## src/rtl/osd_screen_selector_defines.svh

```systemverilog
// Assertion macros for the display screen selector.
`ifndef OSD_SCREEN_SELECTOR_DEFINES_SVH
`define OSD_SCREEN_SELECTOR_DEFINES_SVH

`ifndef SYNTH
// Same-cycle implication, checked outside reset.
`define OSS_ASSERT_IMPL(label, clk, rst_n, ante, cons) \
    label: assert property (@(posedge clk) disable iff (!rst_n) (ante) |-> (cons)) \
        else $error("osd_screen_selector: same-cycle check failed");
// Next-cycle implication, checked outside reset.
`define OSS_ASSERT_NEXT(label, clk, rst_n, ante, cons) \
    label: assert property (@(posedge clk) disable iff (!rst_n) (ante) |=> (cons)) \
        else $error("osd_screen_selector: next-cycle check failed");
`else
`define OSS_ASSERT_IMPL(label, clk, rst_n, ante, cons)
`define OSS_ASSERT_NEXT(label, clk, rst_n, ante, cons)
`endif

`endif

```

## src/rtl/oss_pkg.sv

```systemverilog
// Shared types, constants and helper functions for the screen selector.
package oss_pkg;

    // Default screen count and fixed field widths
    localparam int SCREEN_COUNT_DEF = 4;
    localparam int SCR_W            = 2;
    localparam int MASK_W           = 4;
    localparam int EVT_W            = 3;
    localparam int MODE_W           = 2;
    localparam int PULSE_W          = 12;
    localparam int TIME_W           = 32;
    localparam int TABLE_W          = 64;
    localparam int BOUND_W          = 16;
    localparam int CFG_IDX_W        = 3;
    localparam int CFG_DATA_W       = 64;
    localparam int IN_DATA_W        = 48;
    localparam int OUT_DATA_W       = 8;

    // Register indexes on the configuration port
    localparam logic [CFG_IDX_W-1:0] REG_ENABLE_MASK   = 3'd0;
    localparam logic [CFG_IDX_W-1:0] REG_ARM_SCREEN    = 3'd1;
    localparam logic [CFG_IDX_W-1:0] REG_DISARM_SCREEN = 3'd2;
    localparam logic [CFG_IDX_W-1:0] REG_FS_SCREEN     = 3'd3;
    localparam logic [CFG_IDX_W-1:0] REG_SWITCH_MODE   = 3'd4;
    localparam logic [CFG_IDX_W-1:0] REG_CHANNEL_TRIM  = 3'd5;
    localparam logic [CFG_IDX_W-1:0] REG_RANGE_LOW     = 3'd6;
    localparam logic [CFG_IDX_W-1:0] REG_RANGE_HIGH    = 3'd7;

    // Switch channel modes
    localparam logic [MODE_W-1:0] MODE_OFF    = 2'd0;
    localparam logic [MODE_W-1:0] MODE_TOGGLE = 2'd1;
    localparam logic [MODE_W-1:0] MODE_RANGE  = 2'd2;
    localparam logic [MODE_W-1:0] MODE_AUTO   = 2'd3;

    // Reset values of the registers
    localparam logic [MASK_W-1:0]  MASK_RST = 4'd1;
    localparam logic [MODE_W-1:0]  MODE_RST = MODE_TOGGLE;
    localparam logic [PULSE_W-1:0] TRIM_RST = 12'd1500;

    // Toggle swing and auto advance period
    localparam logic [PULSE_W-1:0] SWING_LIMIT    = 12'd200;
    localparam logic [TIME_W-1:0]  ADVANCE_PERIOD = 32'd1000;

    // Controller to datapath commands
    typedef struct packed {
        logic load;
        logic event_step;
        logic chan_step;
        logic scan_step;
        logic out_load;
    } oss_cmd_t;

    // Datapath to controller status
    typedef struct packed {
        logic need_scan;
        logic scan_done;
    } oss_status_t;

    // Screen idx is enabled and below the screen count
    function automatic logic scr_on(input logic [MASK_W-1:0] mask,
                                    input logic [EVT_W-1:0] idx,
                                    input int count);
        return (int'(idx) < count) && mask[idx[SCR_W-1:0]];
    endfunction

    // One-based event screen number usable as a jump target
    function automatic logic event_ok(input logic [MASK_W-1:0] mask,
                                      input logic [EVT_W-1:0] num,
                                      input int count);
        return (num != '0) && scr_on(mask, num - 3'd1, count);
    endfunction

endpackage

```

## src/rtl/oss_ctrl.sv

```systemverilog
// Sequencing state machine and output beat handshake of the screen selector.
module oss_ctrl
    import oss_pkg::*;
(
    input  logic        clk,
    input  logic        rst_n,
    input  logic        s_axis_tvalid,
    output logic        s_axis_tready,
    output logic        m_axis_tvalid,
    input  logic        m_axis_tready,
    input  oss_status_t status,
    output oss_cmd_t    cmd
);

    localparam logic [2:0] S_IDLE  = 3'd0;
    localparam logic [2:0] S_EVENT = 3'd1;
    localparam logic [2:0] S_CHAN  = 3'd2;
    localparam logic [2:0] S_SCAN  = 3'd3;
    localparam logic [2:0] S_DONE  = 3'd4;

    logic [2:0] state_reg, state_next;
    logic       out_valid_reg, out_valid_next;
    logic       slot_free;

    assign s_axis_tready = (state_reg == S_IDLE);
    assign m_axis_tvalid = out_valid_reg;
    assign slot_free     = !out_valid_reg || m_axis_tready;

    // Next state and commands
    always_comb
    begin
        state_next = state_reg;
        cmd        = '0;
        unique case (state_reg)
            S_IDLE:
            begin
                if (s_axis_tvalid)
                begin
                    cmd.load   = 1'b1;
                    state_next = S_EVENT;
                end
            end
            S_EVENT:
            begin
                cmd.event_step = 1'b1;
                state_next     = S_CHAN;
            end
            S_CHAN:
            begin
                cmd.chan_step = 1'b1;
                state_next    = status.need_scan ? S_SCAN : S_DONE;
            end
            S_SCAN:
            begin
                cmd.scan_step = 1'b1;
                if (status.scan_done)
                begin
                    state_next = S_DONE;
                end
            end
            S_DONE:
            begin
                if (slot_free)
                begin
                    cmd.out_load = 1'b1;
                    state_next   = S_IDLE;
                end
            end
            default:
            begin
                state_next = S_IDLE;
            end
        endcase
    end

    // Output beat valid
    always_comb
    begin
        out_valid_next = out_valid_reg;
        if (cmd.out_load)
        begin
            out_valid_next = 1'b1;
        end
        else if (m_axis_tready)
        begin
            out_valid_next = 1'b0;
        end
    end

    always_ff @(posedge clk or negedge rst_n)
    begin
        if (!rst_n)
        begin
            state_reg     <= S_IDLE;
            out_valid_reg <= 1'b0;
        end
        else
        begin
            state_reg     <= state_next;
            out_valid_reg <= out_valid_next;
        end
    end

endmodule

```

## src/rtl/oss_datapath.sv

```systemverilog
// Registers, event logic, channel handling and screen scan unit of the selector.
module oss_datapath
    import oss_pkg::*;
#(
    parameter int SCREEN_COUNT = SCREEN_COUNT_DEF
)
(
    input  logic                  clk,
    input  logic                  rst_n,
    input  logic                  cfg_we,
    input  logic [CFG_IDX_W-1:0]  cfg_index,
    input  logic [CFG_DATA_W-1:0] cfg_data,
    input  logic [IN_DATA_W-1:0]  in_data,
    input  oss_cmd_t              cmd,
    output oss_status_t           status,
    output logic [OUT_DATA_W-1:0] out_data
);

    localparam logic [SCR_W-1:0] LAST_SCR = SCR_W'(SCREEN_COUNT - 1);

    // Configuration registers
    logic [MASK_W-1:0]  mask_reg;
    logic [EVT_W-1:0]   arm_scr_reg, disarm_scr_reg, fs_scr_reg;
    logic [MODE_W-1:0]  mode_reg;
    logic [PULSE_W-1:0] trim_reg;
    logic [TABLE_W-1:0] range_lo_reg, range_hi_reg;

    // Latched input beat
    logic               in_armed_reg, in_fs_reg, in_valid_reg;
    logic [PULSE_W-1:0] in_pw_reg;
    logic [TIME_W-1:0]  in_time_reg;

    // Selector state
    logic [SCR_W-1:0]   screen_reg, screen_next;
    logic               was_armed_reg, was_armed_next;
    logic               was_fs_reg, was_fs_next;
    logic [SCR_W-1:0]   saved_scr_reg, saved_scr_next;
    logic [PULSE_W-1:0] last_pulse_reg, last_pulse_next;
    logic               deb_reg, deb_next;
    logic [TIME_W-1:0]  last_adv_reg, last_adv_next;

    // Scan unit
    logic [SCR_W-1:0]   cand_reg, cand_next;
    logic               scan_range_reg, scan_range_next;
    logic [SCR_W-1:0]   out_scr_reg;

    logic [SCR_W-1:0]   evt_scr;
    logic [PULSE_W-1:0] lp;
    logic [PULSE_W-1:0] diff;
    logic [TIME_W-1:0]  elapsed;
    logic [BOUND_W-1:0] lo_bound, hi_bound;
    logic [BOUND_W-1:0] pw_ext;
    logic               need_adv, need_range;
    logic               cand_on, hit, last_cand;

    function automatic logic [SCR_W-1:0] scr_next(input logic [SCR_W-1:0] t);
        return (t == LAST_SCR) ? '0 : t + 2'd1;
    endfunction

    assign out_data = {{(OUT_DATA_W-SCR_W){1'b0}}, out_scr_reg};

    // Configuration writes
    always_ff @(posedge clk or negedge rst_n)
    begin
        if (!rst_n)
        begin
            mask_reg       <= MASK_RST;
            arm_scr_reg    <= '0;
            disarm_scr_reg <= '0;
            fs_scr_reg     <= '0;
            mode_reg       <= MODE_RST;
            trim_reg       <= TRIM_RST;
            range_lo_reg   <= '0;
            range_hi_reg   <= '0;
        end
        else if (cfg_we)
        begin
            unique case (cfg_index)
                REG_ENABLE_MASK:   mask_reg       <= cfg_data[MASK_W-1:0];
                REG_ARM_SCREEN:    arm_scr_reg    <= cfg_data[EVT_W-1:0];
                REG_DISARM_SCREEN: disarm_scr_reg <= cfg_data[EVT_W-1:0];
                REG_FS_SCREEN:     fs_scr_reg     <= cfg_data[EVT_W-1:0];
                REG_SWITCH_MODE:   mode_reg       <= cfg_data[MODE_W-1:0];
                REG_CHANNEL_TRIM:  trim_reg       <= cfg_data[PULSE_W-1:0];
                REG_RANGE_LOW:     range_lo_reg   <= cfg_data[TABLE_W-1:0];
                REG_RANGE_HIGH:    range_hi_reg   <= cfg_data[TABLE_W-1:0];
                default:           mask_reg       <= mask_reg;
            endcase
        end
    end

    // Input beat capture, output register and scan candidate registers (payload, no reset)
    always_ff @(posedge clk)
    begin
        if (cmd.load)
        begin
            in_armed_reg <= in_data[0];
            in_fs_reg    <= in_data[1] | in_data[2];
            in_valid_reg <= in_data[3];
            in_pw_reg    <= in_data[15:4];
            in_time_reg  <= in_data[47:16];
        end
        if (cmd.out_load)
        begin
            out_scr_reg <= screen_reg;
        end
        cand_reg       <= cand_next;
        scan_range_reg <= scan_range_next;
    end

    // Arm, disarm and failsafe edges
    always_comb
    begin
        evt_scr        = screen_reg;
        was_armed_next = was_armed_reg;
        was_fs_next    = was_fs_reg;
        saved_scr_next = saved_scr_reg;
        if (in_armed_reg)
        begin
            if (!was_armed_reg && event_ok(mask_reg, arm_scr_reg, SCREEN_COUNT))
            begin
                evt_scr = SCR_W'(arm_scr_reg - 3'd1);
            end
            was_armed_next = 1'b1;
        end
        else if (was_armed_reg)
        begin
            if (event_ok(mask_reg, disarm_scr_reg, SCREEN_COUNT))
            begin
                evt_scr = SCR_W'(disarm_scr_reg - 3'd1);
            end
            was_armed_next = 1'b0;
        end
        if (in_fs_reg)
        begin
            if (!was_fs_reg && event_ok(mask_reg, fs_scr_reg, SCREEN_COUNT))
            begin
                saved_scr_next = evt_scr;
                evt_scr        = SCR_W'(fs_scr_reg - 3'd1);
            end
            was_fs_next = 1'b1;
        end
        else if (was_fs_reg)
        begin
            if (scr_on(mask_reg, {1'b0, saved_scr_reg}, SCREEN_COUNT))
            begin
                evt_scr = saved_scr_reg;
            end
            was_fs_next = 1'b0;
        end
    end

    // Channel arithmetic: swing against last pulse, time since last advance
    assign lp      = (last_pulse_reg == '0) ? in_pw_reg : last_pulse_reg;
    assign diff    = (in_pw_reg > lp) ? (in_pw_reg - lp) : (lp - in_pw_reg);
    assign elapsed = in_time_reg - last_adv_reg;

    // Scan candidate checks
    assign lo_bound  = range_lo_reg[{cand_reg, 4'b0000} +: BOUND_W];
    assign hi_bound  = range_hi_reg[{cand_reg, 4'b0000} +: BOUND_W];
    assign pw_ext    = {{(BOUND_W-PULSE_W){1'b0}}, in_pw_reg};
    assign cand_on   = scr_on(mask_reg, {1'b0, cand_reg}, SCREEN_COUNT);
    assign hit       = scan_range_reg
                     ? (cand_on && (lo_bound <= pw_ext) && (hi_bound > pw_ext))
                     : ((cand_reg == screen_reg) || cand_on);
    assign last_cand = scan_range_reg && (cand_reg == LAST_SCR);

    // Channel mode decisions
    always_comb
    begin
        need_adv        = 1'b0;
        need_range      = 1'b0;
        last_pulse_next = last_pulse_reg;
        deb_next        = deb_reg;
        last_adv_next   = last_adv_reg;
        if (in_valid_reg)
        begin
            case (mode_reg)
                MODE_TOGGLE:
                begin
                    last_pulse_next = lp;
                    deb_next        = 1'b0;
                    if (diff > SWING_LIMIT)
                    begin
                        if (deb_reg)
                        begin
                            need_adv        = 1'b1;
                            last_pulse_next = in_pw_reg;
                        end
                        else
                        begin
                            deb_next = 1'b1;
                        end
                    end
                end
                MODE_RANGE:
                begin
                    need_range = 1'b1;
                    deb_next   = 1'b0;
                end
                MODE_AUTO:
                begin
                    deb_next = 1'b0;
                    if (in_pw_reg > trim_reg)
                    begin
                        if (deb_reg)
                        begin
                            if (elapsed > ADVANCE_PERIOD)
                            begin
                                need_adv      = 1'b1;
                                last_adv_next = in_time_reg;
                            end
                        end
                        else
                        begin
                            deb_next = 1'b1;
                        end
                    end
                    else
                    begin
                        last_adv_next = '0;
                    end
                end
                default:
                begin
                    need_adv = 1'b0;
                end
            endcase
        end
    end

    assign status.need_scan = need_adv || need_range;
    assign status.scan_done = hit || last_cand;

    // Screen and scan unit updates
    always_comb
    begin
        screen_next     = screen_reg;
        cand_next       = cand_reg;
        scan_range_next = scan_range_reg;
        if (cmd.event_step)
        begin
            screen_next = evt_scr;
        end
        if (cmd.chan_step)
        begin
            cand_next       = need_range ? '0 : scr_next(screen_reg);
            scan_range_next = need_range;
        end
        if (cmd.scan_step)
        begin
            if (hit)
            begin
                screen_next = cand_reg;
            end
            else
            begin
                cand_next = scr_next(cand_reg);
            end
        end
    end

    // Selector state registers
    always_ff @(posedge clk or negedge rst_n)
    begin
        if (!rst_n)
        begin
            screen_reg     <= '0;
            was_armed_reg  <= 1'b0;
            was_fs_reg     <= 1'b0;
            saved_scr_reg  <= '0;
            last_pulse_reg <= '0;
            deb_reg        <= 1'b0;
            last_adv_reg   <= '0;
        end
        else
        begin
            screen_reg <= screen_next;
            if (cmd.event_step)
            begin
                was_armed_reg <= was_armed_next;
                was_fs_reg    <= was_fs_next;
                saved_scr_reg <= saved_scr_next;
            end
            if (cmd.chan_step)
            begin
                last_pulse_reg <= last_pulse_next;
                deb_reg        <= deb_next;
                last_adv_reg   <= last_adv_next;
            end
        end
    end

endmodule

```

## src/rtl/osd_screen_selector.sv

```systemverilog
// Top level of the display screen selector: controller, datapath and checks.
//
// One input beat per update tick on s_axis carries the armed and failsafe
// flags, the switch channel pulse width and the millisecond time; each beat
// yields exactly one output beat on m_axis with the selected screen index.
// Configuration registers are written through cfg_we / cfg_index / cfg_data,
// one register per cycle; the user must write them only while no tick is in
// flight, which the block itself does not enforce. The beat is captured, the
// event edges are resolved, then the channel mode, then the scan unit checks
// one screen per cycle (up to SCREEN_COUNT screens for a range select or an
// advance) before the result is loaded into the output register.
// s_axis_tready is high only while no tick is being worked on.
// If m_axis stalls, the finished result waits in the output register and the
// next tick is still accepted; its own result waits until the slot frees.
// Reset clears all selector state and loads the register reset values
// (screen 0 enabled, toggle mode, trim 1500); no output beat is pending.
`include "osd_screen_selector_defines.svh"

module osd_screen_selector
    import oss_pkg::*;
#(
    parameter int SCREEN_COUNT = SCREEN_COUNT_DEF
)
(
    input  logic                  clk,
    input  logic                  rst_n,
    input  logic                  s_axis_tvalid,
    output logic                  s_axis_tready,
    // armed[0], radio_fs[1], battery_fs[2], channel_valid[3],
    // pulse_width[15:4], time_ms[47:16]
    input  logic [IN_DATA_W-1:0]  s_axis_tdata,
    output logic                  m_axis_tvalid,
    input  logic                  m_axis_tready,
    // shown_screen[1:0], zero fill above
    output logic [OUT_DATA_W-1:0] m_axis_tdata,
    input  logic                  cfg_we,
    input  logic [CFG_IDX_W-1:0]  cfg_index,
    input  logic [CFG_DATA_W-1:0] cfg_data
);

    oss_cmd_t    cmd;
    oss_status_t status;

    oss_ctrl u_ctrl (
        .clk           (clk),
        .rst_n         (rst_n),
        .s_axis_tvalid (s_axis_tvalid),
        .s_axis_tready (s_axis_tready),
        .m_axis_tvalid (m_axis_tvalid),
        .m_axis_tready (m_axis_tready),
        .status        (status),
        .cmd           (cmd)
    );

    oss_datapath #(
        .SCREEN_COUNT (SCREEN_COUNT)
    ) u_datapath (
        .clk       (clk),
        .rst_n     (rst_n),
        .cfg_we    (cfg_we),
        .cfg_index (cfg_index),
        .cfg_data  (cfg_data),
        .in_data   (s_axis_tdata),
        .cmd       (cmd),
        .status    (status),
        .out_data  (m_axis_tdata)
    );

    // A captured beat blocks new input until its work is done
    `OSS_ASSERT_NEXT(a_busy_after_accept, clk, rst_n, s_axis_tvalid && s_axis_tready, !s_axis_tready)
    // The output register is loaded only when its slot is free
    `OSS_ASSERT_IMPL(a_load_free_slot, clk, rst_n, cmd.out_load, !m_axis_tvalid || m_axis_tready)
    // The shown screen always names an existing screen
    `OSS_ASSERT_IMPL(a_screen_range, clk, rst_n, m_axis_tvalid, int'(m_axis_tdata[1:0]) < SCREEN_COUNT)

endmodule

```

## config.mk

```make
export PLATFORM = sky130hd
export DESIGN_NAME = osd_screen_selector
export DESIGN_NICKNAME = d
export VERILOG_FILES = /design/src/rtl/oss_pkg.sv /design/src/rtl/oss_ctrl.sv /design/src/rtl/oss_datapath.sv /design/src/rtl/osd_screen_selector.sv
export VERILOG_INCLUDE_DIRS = /design/src /design/src/rtl
export SDC_FILE = /design/constraint.sdc
export NUM_CORES = 1
export LEC_CHECK = 0
export BUFFER_PORTS_ARGS = -buffer_cell sky130_fd_sc_hd__buf_2
export CORE_MARGIN = 2
export CORE_UTILIZATION = 30
export CTS_CLUSTER_SIZE = 30
export DETAILED_ROUTE_END_ITERATION = 12
export PLACE_DENSITY = 0.42
export RECOVER_POWER = 25
export SYNTH_ARGS = -nofsm -noshare
export SYNTH_HDL_FRONTEND = slang
export SYNTH_SLANG_ARGS = --single-unit
```

## constraint.sdc

```tcl
create_clock -name clk -period 8.24 [get_ports clk]
set_input_delay 0.412 -clock clk [delete_from_list [all_inputs] [get_ports clk]]
set_output_delay 0.412 -clock clk [all_outputs]
set_load 0.03 [all_outputs]
```

==> summary.md <==
| Metric | Value |
|---|---|
| Status | `finished, violations left` |
| Failing checks | `capacitance limit, slew limit` |
| Crit path top cell by count | `or3_1` |
| Post-synth EDFFs | `50` |
| TritonRoute pass-1 iters | `4` |
| Largest net degree at the start of global routing | `83` |
| Hold Crit Depth | `2` |
| Initial antenna violation count | `12` |
| Clock transition at path regs | `60 ps` |
| Grt ovf | `0` |
| First-pass GRT wire length | `63400 um` |
| Cts hold-fix bufs | `46` |
| Area contributors post-synth | `dfrtp_1 34%, mux2_2 12%, edfxtp_1 10%` |
| Die area | `51100 um^2` |
| Slew Limit Fails | `83` |
| GPL Wtd Cong | `0.827` |
| Most common cell after layout, fill and taps aside | `dfrtp_1` |
| Die height | `226 um` |
| CTS Buf Count | `31` |
| Design Power | `5.96 mW` |
| Synth top area share | `34.0%` |
| Cell Int Power | `3.67 mW` |
| Worst Setup SP | `u_datapath.last_pulse_reg[1]` |
| Final setup vio count | `0` |
| FF+latch area | `6810 um^2` |
| Fillcell total | `4915` |
| Pleak | `7.59 nW` |
| Slew margin rel. | `-214%` |
| Ys flop type | `dfrtp_1` |
| Final min period | `5810 ps` |
| Post-route DRC | `0` |
| Final Cycle Share | `70.6%` |
| CP Launch Type | `flop` |
| Area leader, netlist | `dfrtp_1` |
| Sequential share of power | `31.8%` |
| CP peak stage delay | `630 ps` |
| Setup crit end kind | `flop` |
| Commonest cells after routing, fill and taps aside | `201 x dfrtp_1, 162 x mux2_2, 119 x buf_2` |
| Root buffer cell | `clkbuf_16` |
| Via count | `10700` |
| Initial Util | `30.3%` |
| Antenna Nets Post-Route | `0` |
| Port buffer count | `123` |
| CP Max Fanout | `16` |
| FF-to-FF Start | `u_datapath.last_pulse_reg[1]` |
| Final hold viol count | `0` |
| CTS tree | `built` |
| Synth warnings | `0` |
| PD cells | `339 nW/um^2` |
| Arrival time worst endpoint | `6290 ps` |
| CP max stage cell | `or4_1` |
| Max cap viols | `1` |
| Hold path startpoint | `cfg_data[41]` |
| Clock Skews | `12.7 ps` |
| Post-Route WL | `39800 um` |
| Vias/cell | `5.05` |
| Clk network pwr share | `23.1%` |
| Comb power frac | `45.1%` |
| R2R cell count | `16` |
| Kind of critical path | `flop to flop` |
| Num rows | `81` |
| Die W | `226 um` |
| Total Routing Usage GR | `15.8%` |
| Seq/Total Area, Yosys | `46.0%` |
| Ports | `130` |
| Synth cell types | `85` |
| CORE AREA | `48800 um^2` |
| Worst skew pair latency | `600 ps` |
| Switching power | `2.29 mW` |
| Setup bufs post-CTS | `0` |
| Crit-path cells | `or4_1 -> nor3_4 -> a21o_1 -> ha_1 -> and4_1 -> a31o_2 -> nor4bb_1 -> a21oi_2 -> and3_1 -> or3_1 -> a221oi_1 -> o31a_1 -> or3_1 -> o31ai_1 -> buf_4 -> mux2_1` |
| Syn-to-layout area delta | `18.7%` |
| Post_cts resized | `0` |
| Starting DRT DRC Count | `509` |
| Worst-margin pin slew | `4700 ps` |
| Number of global-route vias before repair | `10900` |
| Multi-input logic area | `7460 um^2` |
| Syn Area/Cell | `11.8 um^2` |
| Ys async rst share | `80.2%` |
| HPWL after DPL | `28700 um` |
| Nets | `1634` |
| Peak supply drop | `0.000172 V` |
| RSZ-0062 raised after global routing | `false` |
| CTS Buffer Depth | `3` |
| Wire length per cell | `18.9 um` |
| Switching share of total power | `38.4%` |
| HP Class | `input port to flop` |
| Clock sink count | `262` |
| H-tree depth | `1` |
| Worst path required time | `8710 ps` |
| Flops & latches, synth | `262` |
| Layout cells sized above 1 | `27.5%` |
| Synthesized area | `14800 um^2` |
| Syn Inst Count | `1259` |
| Fmax | `172 MHz` |
| Fin Setup TNS | `0 ps` |
[final timing paths]
kind | to | slack [ps]
worst max register to register | u_datapath.last_pulse_reg[3] | 2430
worst min register to register | u_datapath.last_adv_reg[0] | 490
worst max-delay path | u_datapath.last_pulse_reg[3] | 2430
max in group asynchronous | u_datapath.range_hi_reg[32] | 3370
min in group asynchronous | u_datapath.range_hi_reg[28] | 2080
worst min-delay path | u_datapath.range_lo_reg[41] | 60
[routing by layer]
metal / share of wire [%] / track usage (%)
met5: 0.32 / 0
met4: 1.9 / 3.63
met3: 5.0 / 3.73
met2: 44 / 24.7
met1: 48 / 22.1
[Yosys cell counts (all sizes together), types with 9 or more instances]
| cell type | instances |
|---|---|
| a211oi | 15 |
| a21o | 36 |
| a21oi | 60 |
| a22o | 42 |
| and2 | 9 |
| and3 | 11 |
| buf | 19 |
| clkbuf | 34 |
| dfrtp | 201 |
| dfstp | 9 |
| edfxtp | 50 |
| ha | 90 |
| inv | 84 |
| mux2 | 165 |
| mux2i | 11 |
| mux4 | 30 |
| nand2 | 49 |
| nand2b | 14 |
| nand3 | 13 |
| nand4 | 22 |
| nor2 | 44 |
| nor2b | 15 |
| nor3 | 15 |
| nor4 | 17 |
| o21ai | 49 |
| o21bai | 10 |
| xnor2 | 23 |
[power groups by stage]
stage,clock (mW),sequential (mW),combinational (mW)
after CTS,1.43,1.90,2.70
after global placement,0,1.92,2.67
after floorplan,0,1.82,2.02
after detailed placement,0,1.92,2.67
final,1.38,1.89,2.68
after global routing,1.48,1.94,3.01
[metrics by stage]
stage	hold slack, ps	cell area, um^2	utilization (%)	worst slack [ps]	std cells
2_1_floorplan	116	14800	-	3220	1264
5_1_grt	41.6	17600	36.0	1970	2109
3_3_place_gp	470	16100	33.0	2480	2007
6_report	62.7	17600	36.0	2430	2110
3_5_place_dp	469	16100	33.0	2430	2007
4_1_cts	10.2	17600	36.0	2410	2108
[layout make-up]
class | count | share of cell area, %
flip-flops and latches | 262 | 38.7
diodes | 2 | 0.0285
clock inverters | 9 | 0.527
repair buffers | 178 | 6.48
well taps | 664 | 4.73
inverters | 84 | 1.79
clock buffers | 46 | 5.25
multi-input cells | 865 | 42.4
[critical path: cells and delay by family (launching register included)]
family | cells | cell delay, ps
AO/OA/AOI/OAI | 6 | 1320
adder cells (fa/ha/maj) | 1 | 370
flip-flops | 1 | 430
AND/OR/NAND/NOR | 7 | 3030
buffers and inverters | 1 | 200
multiplexers | 1 | 320
[logic make-up (layout without fill, tap and decap cells)]
| logic type | count (synthesis) | after routing | share of synthesized area (%) |
|---|---|---|---|
| other | 1 | 8 | 0.0253 |
| buffers and inverters | 137 | 317 | 3.77 |
| muxes | 206 | 206 | 17.9 |
| xor gates and xnor gates | 27 | 27 | 1.60 |
| adders and majority gates | 92 | 92 | 7.88 |
| and+or+nand+nor | 254 | 254 | 9.68 |
| DFF | 262 | 262 | 46.0 |
| AOI/OAI and AO/OA | 280 | 280 | 13.2 |
No activity file was read; power rests on OpenSTA's default activity.
